[config.mk]
export PLATFORM = sky130hd
export DESIGN_NAME = sensor_two_wire_bus_master_core
export DESIGN_NICKNAME = d
export VERILOG_FILES = /design/src/swbm_pkg.sv /design/src/swbm_step.sv /design/src/sensor_two_wire_bus_master_core.sv
export SDC_FILE = /design/constraint.sdc
export NUM_CORES = 1
export LEC_CHECK = 0
export ABC_AREA = 1
export ABC_CLOCK_PERIOD_IN_PS = 3600
export BUFFER_PORTS_ARGS = -buffer_cell sky130_fd_sc_hd__buf_2
export CORE_MARGIN = 1.5
export CORE_UTILIZATION = 40
export DETAILED_ROUTE_END_ITERATION = 12
export PLACE_DENSITY = 0.55
export RECOVER_POWER = 100
export SLEW_MARGIN = 25
export SYNTH_ARGS = -nofsm -noshare
export SYNTH_HDL_FRONTEND = slang
export SYNTH_SLANG_ARGS = --single-unit
[constraint.sdc]
create_clock -name clk -period 3.6 [get_ports clk]
set_input_delay 0.54 -clock clk [delete_from_list [all_inputs] [get_ports clk]]
set_output_delay 0.54 -clock clk [all_outputs]
set_load 0.02 [all_outputs]
[src/swbm_pkg.sv]
// Package for the two-wire sensor bus master: phase codes, command codes,
// state and item types, and the segment length table.
// No dependencies.
package swbm_pkg;

    localparam int RESET_CLOCKS_DEF = 9;
    localparam logic [15:0] UNIT_TICKS_RST = 16'd1000;
    localparam logic [3:0] BYTE_BITS = 4'd8;

    // command codes on the mode field
    localparam logic [2:0] MODE_TICK  = 3'd0;
    localparam logic [2:0] MODE_CRST  = 3'd1;
    localparam logic [2:0] MODE_START = 3'd2;
    localparam logic [2:0] MODE_WRITE = 3'd3;
    localparam logic [2:0] MODE_READ  = 3'd4;
    localparam logic [2:0] MODE_WAIT  = 3'd5;

    // bus schedule phases
    localparam logic [4:0] PH_IDLE        = 5'd0;
    localparam logic [4:0] PH_RST_HI      = 5'd1;
    localparam logic [4:0] PH_RST_LO      = 5'd2;
    localparam logic [4:0] PH_ST_A        = 5'd3;
    localparam logic [4:0] PH_ST_B        = 5'd4;
    localparam logic [4:0] PH_ST_C        = 5'd5;
    localparam logic [4:0] PH_ST_D        = 5'd6;
    localparam logic [4:0] PH_ST_E        = 5'd7;
    localparam logic [4:0] PH_ST_F        = 5'd8;
    localparam logic [4:0] PH_WR_SETUP    = 5'd9;
    localparam logic [4:0] PH_WR_HIGH     = 5'd10;
    localparam logic [4:0] PH_WR_HOLD     = 5'd11;
    localparam logic [4:0] PH_WR_ACKSETUP = 5'd12;
    localparam logic [4:0] PH_WR_ACKHIGH  = 5'd13;
    localparam logic [4:0] PH_RD_LOW      = 5'd14;
    localparam logic [4:0] PH_RD_HIGH     = 5'd15;
    localparam logic [4:0] PH_RD_ACKSETUP = 5'd16;
    localparam logic [4:0] PH_RD_ACKHIGH  = 5'd17;
    localparam logic [4:0] PH_RD_ACKHOLD  = 5'd18;
    localparam logic [4:0] PH_WT_DELAY    = 5'd19;
    localparam logic [4:0] PH_WT_POLL     = 5'd20;
    localparam logic [4:0] PH_COUNT       = 5'd21;

    typedef struct packed {
        logic [4:0]  phase;
        logic [3:0]  bit_count;
        logic [2:0]  unit_count;
        logic [15:0] tick_count;
        logic [7:0]  shift_reg;
        logic        sck_level;
        logic        data_out;
        logic        ack_wanted;
        logic        ack_error;
        logic [7:0]  rx_hold;
    } swbm_state_t;

    typedef struct packed {
        logic [2:0] mode;
        logic [7:0] tx_byte;
        logic       send_ack;
        logic       data_level;
    } swbm_item_t;

    localparam swbm_state_t STATE_RST = '{
        phase:      PH_IDLE,
        bit_count:  4'd0,
        unit_count: 3'd0,
        tick_count: 16'd0,
        shift_reg:  8'd0,
        sck_level:  1'b0,
        data_out:   1'b1,
        ack_wanted: 1'b0,
        ack_error:  1'b0,
        rx_hold:    8'd0
    };

    // units per segment
    function automatic logic [2:0] seg_units(input logic [4:0] ph);
        logic [2:0] u;
        unique case (ph)
            PH_ST_D, PH_WR_HIGH, PH_RD_LOW, PH_RD_HIGH, PH_RD_ACKHIGH: u = 3'd3;
            PH_WR_ACKHIGH, PH_RD_ACKSETUP:                             u = 3'd2;
            PH_WT_DELAY:                                               u = 3'd5;
            PH_IDLE, PH_WT_POLL:                                       u = 3'd0;
            default:                                                   u = 3'd1;
        endcase
        return u;
    endfunction

endpackage

[src/swbm_step.sv]
// One tick of the bus schedule: next state and done flag from the current
// state, one input item and the unit length. Pure combinational.
// Depends on swbm_pkg.
module swbm_step #(
    parameter int RESET_CLOCKS = swbm_pkg::RESET_CLOCKS_DEF
) (
    input  swbm_pkg::swbm_state_t st,
    input  swbm_pkg::swbm_item_t  item,
    input  logic [15:0]           unit_ticks,
    output swbm_pkg::swbm_state_t ns,
    output logic                  done
);
    import swbm_pkg::*;

    localparam logic [3:0] RST_LIM = 4'(RESET_CLOCKS);

    logic [15:0] ut;
    logic [15:0] tick_inc;
    logic [2:0]  unit_inc;
    logic [3:0]  bit_inc;

    // entering a segment restarts the counters and sets the line levels
    function automatic swbm_state_t enter_seg(input swbm_state_t s, input logic [4:0] p);
        swbm_state_t r;
        r = s;
        r.phase = p;
        r.unit_count = 3'd0;
        r.tick_count = 16'd0;
        unique case (p)
            PH_RST_HI:      begin r.data_out = 1'b1; r.sck_level = 1'b1; end
            PH_RST_LO:      r.sck_level = 1'b0;
            PH_ST_A:        begin r.data_out = 1'b1; r.sck_level = 1'b0; end
            PH_ST_B:        r.sck_level = 1'b1;
            PH_ST_C:        r.data_out = 1'b0;
            PH_ST_D:        r.sck_level = 1'b0;
            PH_ST_E:        r.sck_level = 1'b1;
            PH_ST_F:        r.data_out = 1'b1;
            PH_WR_SETUP:    begin r.data_out = s.shift_reg[7]; r.sck_level = 1'b0; end
            PH_WR_HIGH:     r.sck_level = 1'b1;
            PH_WR_HOLD:     r.sck_level = 1'b0;
            PH_WR_ACKSETUP: begin r.data_out = 1'b1; r.sck_level = 1'b0; end
            PH_WR_ACKHIGH:  r.sck_level = 1'b1;
            PH_RD_LOW:      begin r.data_out = 1'b1; r.sck_level = 1'b0; end
            PH_RD_HIGH:     r.sck_level = 1'b1;
            PH_RD_ACKSETUP: begin r.data_out = ~s.ack_wanted; r.sck_level = 1'b0; end
            PH_RD_ACKHIGH:  r.sck_level = 1'b1;
            PH_RD_ACKHOLD:  r.sck_level = 1'b0;
            PH_WT_POLL:     r.data_out = 1'b1;
            default:        ;
        endcase
        return r;
    endfunction

    assign ut       = (unit_ticks == 16'd0) ? 16'd1 : unit_ticks;
    assign tick_inc = st.tick_count + 16'd1;
    assign unit_inc = st.unit_count + 3'd1;
    assign bit_inc  = st.bit_count + 4'd1;

    always_comb
    begin
        ns   = st;
        done = 1'b0;
        if (st.phase == PH_IDLE)
        begin
            ns.bit_count = 4'd0;
            unique case (item.mode)
                MODE_CRST:  ns = enter_seg(ns, PH_RST_HI);
                MODE_START: ns = enter_seg(ns, PH_ST_A);
                MODE_WRITE:
                begin
                    ns.shift_reg = item.tx_byte;
                    ns = enter_seg(ns, PH_WR_SETUP);
                end
                MODE_READ:
                begin
                    ns.ack_wanted = item.send_ack;
                    ns.shift_reg  = 8'd0;
                    ns = enter_seg(ns, PH_RD_LOW);
                end
                MODE_WAIT:  ns = enter_seg(ns, PH_WT_DELAY);
                default:    ns.bit_count = st.bit_count;  // tick only
            endcase
        end
        else if (st.phase == PH_WT_POLL)
        begin
            if (!item.data_level)
            begin
                ns.phase = PH_IDLE;
                done     = 1'b1;
            end
        end
        else if (st.phase < PH_COUNT)
        begin
            ns.tick_count = tick_inc;
            if (tick_inc >= ut)
            begin
                ns.tick_count = 16'd0;
                ns.unit_count = unit_inc;
                if (unit_inc >= seg_units(st.phase))
                begin
                    unique case (st.phase)
                        PH_RST_LO:
                        begin
                            ns.bit_count = bit_inc;
                            ns = enter_seg(ns, (bit_inc < RST_LIM) ? PH_RST_HI : PH_ST_A);
                        end
                        PH_ST_F:
                        begin
                            ns.sck_level = 1'b0;
                            ns.phase     = PH_IDLE;
                            done         = 1'b1;
                        end
                        PH_WR_HOLD:
                        begin
                            ns.bit_count = bit_inc;
                            if (bit_inc < BYTE_BITS)
                            begin
                                ns.shift_reg = {st.shift_reg[6:0], 1'b0};
                                ns = enter_seg(ns, PH_WR_SETUP);
                            end
                            else
                            begin
                                ns = enter_seg(ns, PH_WR_ACKSETUP);
                            end
                        end
                        PH_WR_ACKHIGH:
                        begin
                            ns.ack_error = item.data_level;
                            ns.sck_level = 1'b0;
                            ns.phase     = PH_IDLE;
                            done         = 1'b1;
                        end
                        PH_RD_LOW:
                        begin
                            ns.shift_reg = {st.shift_reg[6:0], item.data_level};
                            ns = enter_seg(ns, PH_RD_HIGH);
                        end
                        PH_RD_HIGH:
                        begin
                            ns.bit_count = bit_inc;
                            ns = enter_seg(ns,
                                (bit_inc < BYTE_BITS) ? PH_RD_LOW : PH_RD_ACKSETUP);
                        end
                        PH_RD_ACKHOLD:
                        begin
                            ns.rx_hold  = st.shift_reg;
                            ns.data_out = 1'b1;
                            ns.phase    = PH_IDLE;
                            done        = 1'b1;
                        end
                        PH_WT_DELAY: ns = enter_seg(ns, PH_WT_POLL);
                        default:
                        begin
                            if ((st.phase + 5'd1) < PH_COUNT)
                                ns = enter_seg(ns, st.phase + 5'd1);
                            else
                                ns.phase = PH_IDLE;
                        end
                    endcase
                end
            end
        end
        else
        begin
            ns.phase = PH_IDLE;
        end
    end

endmodule

[src/sensor_two_wire_bus_master_core.sv]
// Two-wire sensor bus master, one timing tick per input beat.
// An input beat goes to the input register, then the result register holds
// the levels after that tick. Throughput: one beat per cycle while out_stall
// is low; the schedule state updates once per beat. Reset: schedule idle
// with its line released and clock low, unit length 1000 ticks.
// Depends on swbm_pkg and swbm_step.
module sensor_two_wire_bus_master_core #(
    parameter int RESET_CLOCKS = swbm_pkg::RESET_CLOCKS_DEF
) (
    input  logic        clk,
    input  logic        rst_n,
    input  logic        cfg_wr_en,
    input  logic [15:0] cfg_wr_data,
    input  logic        in_valid,
    output logic        in_stall,
    input  logic [2:0]  mode,
    input  logic [7:0]  tx_byte,
    input  logic        send_ack,
    input  logic        data_level,
    output logic        out_valid,
    input  logic        out_stall,
    output logic        sck,
    output logic        data_release,
    output logic        busy_res,
    output logic        done_res,
    output logic [7:0]  rx_byte,
    output logic        ack_missing
);
    import swbm_pkg::*;

    logic [15:0] unit_ticks_reg;
    logic        in_valid_reg;
    swbm_item_t  item_reg;
    swbm_state_t state_reg;
    swbm_state_t state_next;
    logic        done_next;
    logic        out_valid_reg;
    logic        sck_reg;
    logic        data_rel_reg;
    logic        busy_reg;
    logic        done_reg;
    logic [7:0]  rx_reg;
    logic        ack_miss_reg;
    logic        advance;
    logic        in_take;

    assign advance  = in_valid_reg && (!out_valid_reg || !out_stall);
    assign in_stall = in_valid_reg && !advance;
    assign in_take  = in_valid && !in_stall;

    swbm_step #(
        .RESET_CLOCKS(RESET_CLOCKS)
    ) u_step (
        .st        (state_reg),
        .item      (item_reg),
        .unit_ticks(unit_ticks_reg),
        .ns        (state_next),
        .done      (done_next)
    );

    always_ff @(posedge clk or negedge rst_n)
    begin
        if (!rst_n)
            unit_ticks_reg <= UNIT_TICKS_RST;
        else if (cfg_wr_en)
            unit_ticks_reg <= cfg_wr_data;
    end

    // input register
    always_ff @(posedge clk or negedge rst_n)
    begin
        if (!rst_n)
            in_valid_reg <= 1'b0;
        else if (in_take)
            in_valid_reg <= 1'b1;
        else if (advance)
            in_valid_reg <= 1'b0;
    end

    always_ff @(posedge clk)
    begin
        if (in_take)
            item_reg <= '{mode: mode, tx_byte: tx_byte, send_ack: send_ack,
                          data_level: data_level};
    end

    // schedule state moves one tick per processed beat
    always_ff @(posedge clk or negedge rst_n)
    begin
        if (!rst_n)
            state_reg <= STATE_RST;
        else if (advance)
            state_reg <= state_next;
    end

    // result register
    always_ff @(posedge clk or negedge rst_n)
    begin
        if (!rst_n)
            out_valid_reg <= 1'b0;
        else if (advance)
            out_valid_reg <= 1'b1;
        else if (!out_stall)
            out_valid_reg <= 1'b0;
    end

    always_ff @(posedge clk)
    begin
        if (advance)
        begin
            sck_reg      <= state_next.sck_level;
            data_rel_reg <= state_next.data_out;
            busy_reg     <= (state_next.phase != PH_IDLE);
            done_reg     <= done_next;
            rx_reg       <= state_next.rx_hold;
            ack_miss_reg <= state_next.ack_error;
        end
    end

    assign out_valid    = out_valid_reg;
    assign sck          = sck_reg;
    assign data_release = data_rel_reg;
    assign busy_res     = busy_reg;
    assign done_res     = done_reg;
    assign rx_byte      = rx_reg;
    assign ack_missing  = ack_miss_reg;

    // every sequence ends with the clock low and the data line released
    a_idle_lines: assert property (@(posedge clk) disable iff (!rst_n)
        state_reg.phase == PH_IDLE |-> !state_reg.sck_level && state_reg.data_out)
        else $error("idle with bus lines not at rest");

    a_phase_range: assert property (@(posedge clk) disable iff (!rst_n)
        state_reg.phase < PH_COUNT)
        else $error("schedule phase out of range");

    a_done_not_busy: assert property (@(posedge clk) disable iff (!rst_n)
        out_valid && done_res |-> !busy_res)
        else $error("done beat reported busy");

    a_no_stall_empty: assert property (@(posedge clk) disable iff (!rst_n)
        !out_valid_reg |-> !in_stall)
        else $error("input stalled with result register empty");

    a_state_hold: assert property (@(posedge clk) disable iff (!rst_n)
        !$past(advance) |-> $stable(state_reg))
        else $error("schedule state moved without a beat");

endmodule

==> results of run 1 <==
final cells by class:
cell class | count | area (µm²) | share of cell area [%]
multi-input cells | 522 | 2880 | 43.5
well taps | 180 | 225 | 3.41
inverters | 109 | 409 | 6.19
clock inverters | 5 | 60.1 | 0.909
flip-flops and latches | 92 | 2440 | 37.0
repair buffers | 66 | 363 | 5.49
clock buffers | 11 | 233 | 3.52
metal layers:
layer,track usage (%),vias to the layer above
met5,0,-
met4,9.16,0
met3,4.03,27
met2,32.3,122
met1,26.2,2347
li1,-,2551
worst paths after layout:
| kind | from | endpoint | slack, ps | cells past startpoint |
|---|---|---|---|---|
| min in group asynchronous | rst_n | unit_ticks_reg[10] | 390 | 1 |
| max in group asynchronous | rst_n | out_valid | 1290 | 2 |
| setup / recovery | state_reg[20] | state_reg[11] | 260 | 22 |
| setup reg to reg | state_reg[20] | state_reg[11] | 260 | 22 |
| hold / removal | send_ack | item_reg[1] | 360 | 1 |
| hold reg to reg | in_valid_reg | out_valid | 470 | 2 |
per-stage QoR:
stage               cells  power (W)  TNS [ps]  area [µm²]
floorplan             735    0.00293         0        5680
global placement      964    0.00352         0        6200
detailed placement    964    0.00354     -1890        6200
CTS                   983    0.00453         0        6540
global route          985    0.00491      -330        6610
finish                985    0.00456         0        6610
power groups by stage:
stage	sequential, W	clock, W	combinational, W
final	0.00144	0.000957	0.00216
after global routing	0.00147	0.00102	0.00243
after CTS	0.00144	0.000982	0.00211
after detailed placement	0.00145	0	0.00209
after global placement	0.00145	0	0.00207
after floorplan	0.00144	0	0.00150
synth_stat cells, types with 2 or more instances:
cell	instances	area, µm²
nor2_2	4	25.0
nand2_4	3	33.8
nor3_1	8	40.0
nand3b_1	2	15.0
nor4_1	4	25.0
clkbuf_1	10	37.5
o22ai_1	8	50.1
a31oi_1	3	18.8
edfxtp_1	26	781
nor2_1	52	195
ha_1	30	375
inv_1	102	383
nand3_1	54	270
nand2_1	202	758
o31ai_1	2	15.0
nand2_2	3	18.8
xor2_1	11	96.3
a21oi_1	20	100
o21ai_0	70	350
inv_2	7	26.3
nand4_1	21	131
dfrtp_1	59	1480
buf_2	2	10.0
dfstp_2	7	184
o21ai_2	8	70.1
worst max-delay path, cell delays in order (launching register included):
cell     delay (ps)
dfrtp_1         380
nand2_1         100
nor2_4          110
nand3_2         110
nor3_4          220
nand3_2         140
buf_4           170
xor2_2          140
inv_1            60
ha_1            290
nand4_1         170
nor3_4          240
nand3_2         120
nand3_4         150
nand2_4          70
buf_4           160
nor2_2          160
nand3_1         120
nand2_1          80
nand2_1          60
nand2_1         100
nand2_1          50
nand2_1          90
cells by family (layout without fill, tap and decap cells):
logic type      count (synthesis)  in the layout  share of synthesized area [%]
buf+inv                       122            191                           8.24
compound gates                119            119                           12.0
simple gates                  360            361                           28.3
flops                          92             92                           43.0
xor+xnor                       12             12                           1.85
fa+ha+maj                      30             30                           6.61
what timing repair did:
action / in CTS / in global routing
buffers inserted: 2 / 2
gates resized for setup: 3 / 18
pin swaps: 3 / 5
setup endpoints to repair: 31 / 45
hold endpoints to repair: 0 / 0
gates cloned: 1 / 0
==> impl_metrics.tcl, run 1 <==
set metrics [dict create \
    outcome "complete, but fails checks" \
    violations "capacitance limit" \
    fillers 1360 \
    synth_seq_area_share_pct 43.0 \
    clk_pin_slew_ps 70 \
    critPathKind "flip-flop to flip-flop" \
    final_util_pct 47.6 \
    synth-async-reset-ratio_pct 71.7 \
    slew_violations 0 \
    wl_met2_mm 6.66 \
    finalHoldViolations 0 \
    p_int_w 0.00251 \
    cts_inserted_buffers 9 \
    postCtsHoldBufs 0 \
    comb_power_share_pct 47.3 \
    seqPwrFrac_pct 31.7 \
    wl_per_cell_um 14.4 \
    overflow 0 \
    antenna_found_initial 0 \
    n_antenna_cell 0 \
    hold_ws_ps 361 \
    setup_viol_count_final 0 \
    synth-edff-count 26 \
    grt_usage_pct 20.1 \
    htreeDepth 3 \
    wl_met1_mm 6.45 \
    start_util_pct 40.9 \
    core_um2 13900 \
    viasPerCell 5.12 \
    die_h_um 122 \
    synth_seq_cells 92 \
    place.gp.congestion 0.982 \
    io_buffers 48 \
    fin_worst_skew_ps 9.15 \
    worst_pin_slew_ps 1490 \
    p_per_area_nw_per_um2 690 \
    clock.fmax_mhz 299 \
    met3_wirelength_um 596 \
    drt-initial-drc-count 342 \
    grt_max_degree 33 \
    cp_max_fo 6 \
    place_ws_ps -145 \
    highest_layer "met4" \
    cp.required_ps 3890 \
    hold_class "input port to flip-flop" \
    root_buffer "clkbuf_16" \
    ant_nets 0 \
    p_sw_w 0.00204 \
    dr.pass1.iters 5 \
    final_cell_mix "nand2_1, inv_1, o21ai_0, dfrtp_1, nand3_1" \
    dp_hpwl_mm 10.8 \
    cp_data_arrival_time_ps 3630 \
    die_w_um 122 \
    syn_to_final_growth_pct 16.4 \
    grt_pass1_vias 4897 \
    sw_frac_of_total_pct 44.9 \
    drive_above_1_share_pct 14.4 \
    clock_latency_ps 350 \
    p_clk_share_pct 21.0 \
    cts_tree "done" \
    drt-total-wl_mm 14.2 \
    min_period_ps 3340 \
    cap_violations 1 \
    start_kind "flip-flop" \
    syn_area_um2 5680 \
    grt_pass1_wl_mm 23.3 \
    ys.flop_type "dfrtp_1" \
    largest_reg_flops 48 \
    syn_avg_cell_area_um2 7.73 \
    yosysUniqueCellTypes 42 \
    post-route-period-util_pct 92.9 \
    timing.final.ws_setup_ps 256 \
    syn_inst 735 \
    die_area_um2 14900 \
    io_pins 49 \
    final_common_cell "nand2_1" \
    fp-row-count 43 \
    syn-num-nets 799 \
    num_vias 5047 \
    cts_sinks 92 \
    p_leak_nw 3.26 \
    peakVddDrop_v 0.000279 \
    nNetsFinal 864 \
    yosys_warnings 0 \
    slew_headroom_pct 0.587 \
    cp-end-kind "flip-flop" \
    drc 0 \
    clockBufferDepth 2 \
]
No activity file was read; power rests on OpenSTA's default activity.
==> inputs of run 2 (changes only) <==
--- a/config.mk
+++ b/config.mk
@@ -6,7 +6,7 @@
 export NUM_CORES = 1
 export LEC_CHECK = 0
 export ABC_AREA = 1
-export ABC_CLOCK_PERIOD_IN_PS = 3600
+export ABC_CLOCK_PERIOD_IN_PS = 3100
 export BUFFER_PORTS_ARGS = -buffer_cell sky130_fd_sc_hd__buf_2
 export CORE_MARGIN = 1.5
 export CORE_UTILIZATION = 40
==> constraint.sdc (replaced) <==
create_clock -name clk -period 3.1 [get_ports clk]
set_input_delay 0.465 -clock clk [delete_from_list [all_inputs] [get_ports clk]]
set_output_delay 0.465 -clock clk [all_outputs]
set_load 0.02 [all_outputs]
==> impl_metrics.tcl, run 2 (synthesis results as in run 1) <==
set metrics [dict create \
    regArea_um2 2440 \
    clockBufferDepth 2 \
    viasPerCell 5.18 \
    drt-initial-drc-count 370 \
    worstPathCellList "ha_2, nand3_2, nor2_2, nand2_1, nor2_1, inv_1, nor2_2, nand2_2, nor4_4, xor2_1, ha_1, nand2_2, nor2_2, a21oi_2, nand3_4, nand2_8, buf_6, a21oi_1, nand3_1, nand2_1, nor2_1, nand2_1" \
    io_pins 49 \
    cts_tree "done" \
    ant_nets 0 \
    post-route-period-util_pct 105 \
    start_util_pct 40.9 \
    path_delay_family "simple AND/OR/NAND/NOR gates" \
    syn_to_final_growth_pct 22.8 \
    critPathKind "flip-flop to flip-flop" \
    cp.required_ps 3200 \
    slowest_delay_ps 380 \
    root_buffer "clkbuf_16" \
    die_area_um2 14900 \
    cp_data_arrival_time_ps 3370 \
    violations "capacitance limit, slew limit, setup timing" \
    cap_violations 1 \
    clk_pin_slew_ps 70 \
    place.gp.congestion 0.887 \
    grt_pass1_wl_mm 25.0 \
    clock.fmax_mhz 306 \
    cp-end-kind "flip-flop" \
    p_per_area_nw_per_um2 817 \
    crit_buf_inv 2 \
    clock_latency_ps 340 \
    worst_pin_slew_ps 1830 \
    finalHoldViolations 0 \
    io_buffers 48 \
    peakVddDrop_v 0.000379 \
    largest_reg_flops 48 \
    slew_headroom_pct -22.3 \
    core_um2 13900 \
    drive_above_1_share_pct 19.9 \
    multi_input_area_um2 3010 \
    drt-total-wl_mm 15.4 \
    drc 0 \
    grt_pass1_vias 5065 \
    dp_cells 988 \
    overflow 0 \
    total_power_w 0.00569 \
    outcome "complete, but fails checks" \
    finalNonFillerCells 1014 \
    antenna_found_initial 0 \
    n_antenna_cell 0 \
    slew_violations 34 \
    place_ws_ps -315 \
    cp_max_fo 6 \
    wl_per_cell_um 15.2 \
    grt_usage_pct 21.7 \
    htreeDepth 3 \
    p_leak_nw 3.45 \
    timing.final.ws_setup_ps -166 \
    final_cell_mix "nand2_1, inv_1, dfrtp_1, o21ai_0, nand3_1" \
    cts_sinks 92 \
    min_period_ps 3270 \
    setup_viol_count_final 41 \
    num_vias 5250 \
    hold_class "input port to flip-flop" \
    cts_inserted_buffers 9 \
    grt_max_degree 35 \
    postCtsHoldBufs 0 \
    die_h_um 122 \
    nNetsFinal 893 \
    dp_hpwl_mm 11.4 \
    final_common_cell "nand2_1" \
    fp-row-count 43 \
    fin_worst_skew_ps 8.68 \
    die_w_um 122 \
    rsz0062_at_grt "true" \
    fillers 1385 \
    final_util_pct 50.2 \
    dr.pass1.iters 8 \
    cp_slowest_cell "dfrtp_1" \
    start_kind "flip-flop" \
]
[run 2: cell types whose count changed in the layout (fill, tap and decap cells not counted), sizes merged]
cell | previous run | this run
bufinv | 1 | 0
buf | 47 | 75
clkbuf | 30 | 32
[run 2: per-layer routing]
layer | wire, µm | share of wire [%] | track usage, % | up-vias
li1 | - | - | - | 2622
met1 | 7430 | 48 | 30.8 | 2462
met3 | 769 | 5.0 | 4.07 | 17
met4 | 193 | 1.3 | 6.03 | 0
met2 | 7010 | 46 | 33.7 | 149
met5 | 0 | 0 | 0 | -
[run 2: timing repair]
item,CTS,global route
resized for setup,19,28
endpoints found under the setup margin,41,56
setup buffers,5,4
pin swaps,13,19
cloned,1,0
[run 2: path summary, 6_finish.rpt]
kind / end / start / slack, ps / depth (start not counted)
worst min register to register: out_valid / in_valid_reg / 480 / 2
worst max-delay path: busy_res / state_reg[21] / -170 / 22
worst min-delay path: item_reg[5] / tx_byte[3] / 290 / 1
min in group asynchronous: unit_ticks_reg[4] / rst_n / 610 / 1
max in group asynchronous: state_reg[47] / rst_n / 760 / 2
worst max register to register: busy_res / state_reg[21] / -170 / 22
[run 2: power breakdown]
group / leakage, nW / total [W] / internal [W] / switching [W]
Combinational: 2.21 / 0.00295 / 0.00102 / 0.00193
Clock: 0.139 / 0.00108 / 0.000598 / 0.000477
Sequential: 1.11 / 0.00166 / 0.00148 / 0.000185
Total: 3.45 / 0.00569 / 0.00310 / 0.00259
[run 2: final cells by class]
cell class	instances	area share, %
multi-input combinational	522	43.2
sequential	92	35.0
timing repair buffer	95	8.40
inverter	109	5.98
clock buffer	12	3.70
tap	180	3.23
clock inverter	4	0.431
[run 2: stage by stage]
stage	setup TNS, ps	hold slack (ps)	cell area, µm²
4_1_cts	-1320	231	6860
3_5_place_dp	-4970	492	6450
2_1_floorplan	-442	169	5740
5_1_grt	-16940	280	6970
6_report	-3940	292	6970
3_3_place_gp	-2970	483	6450
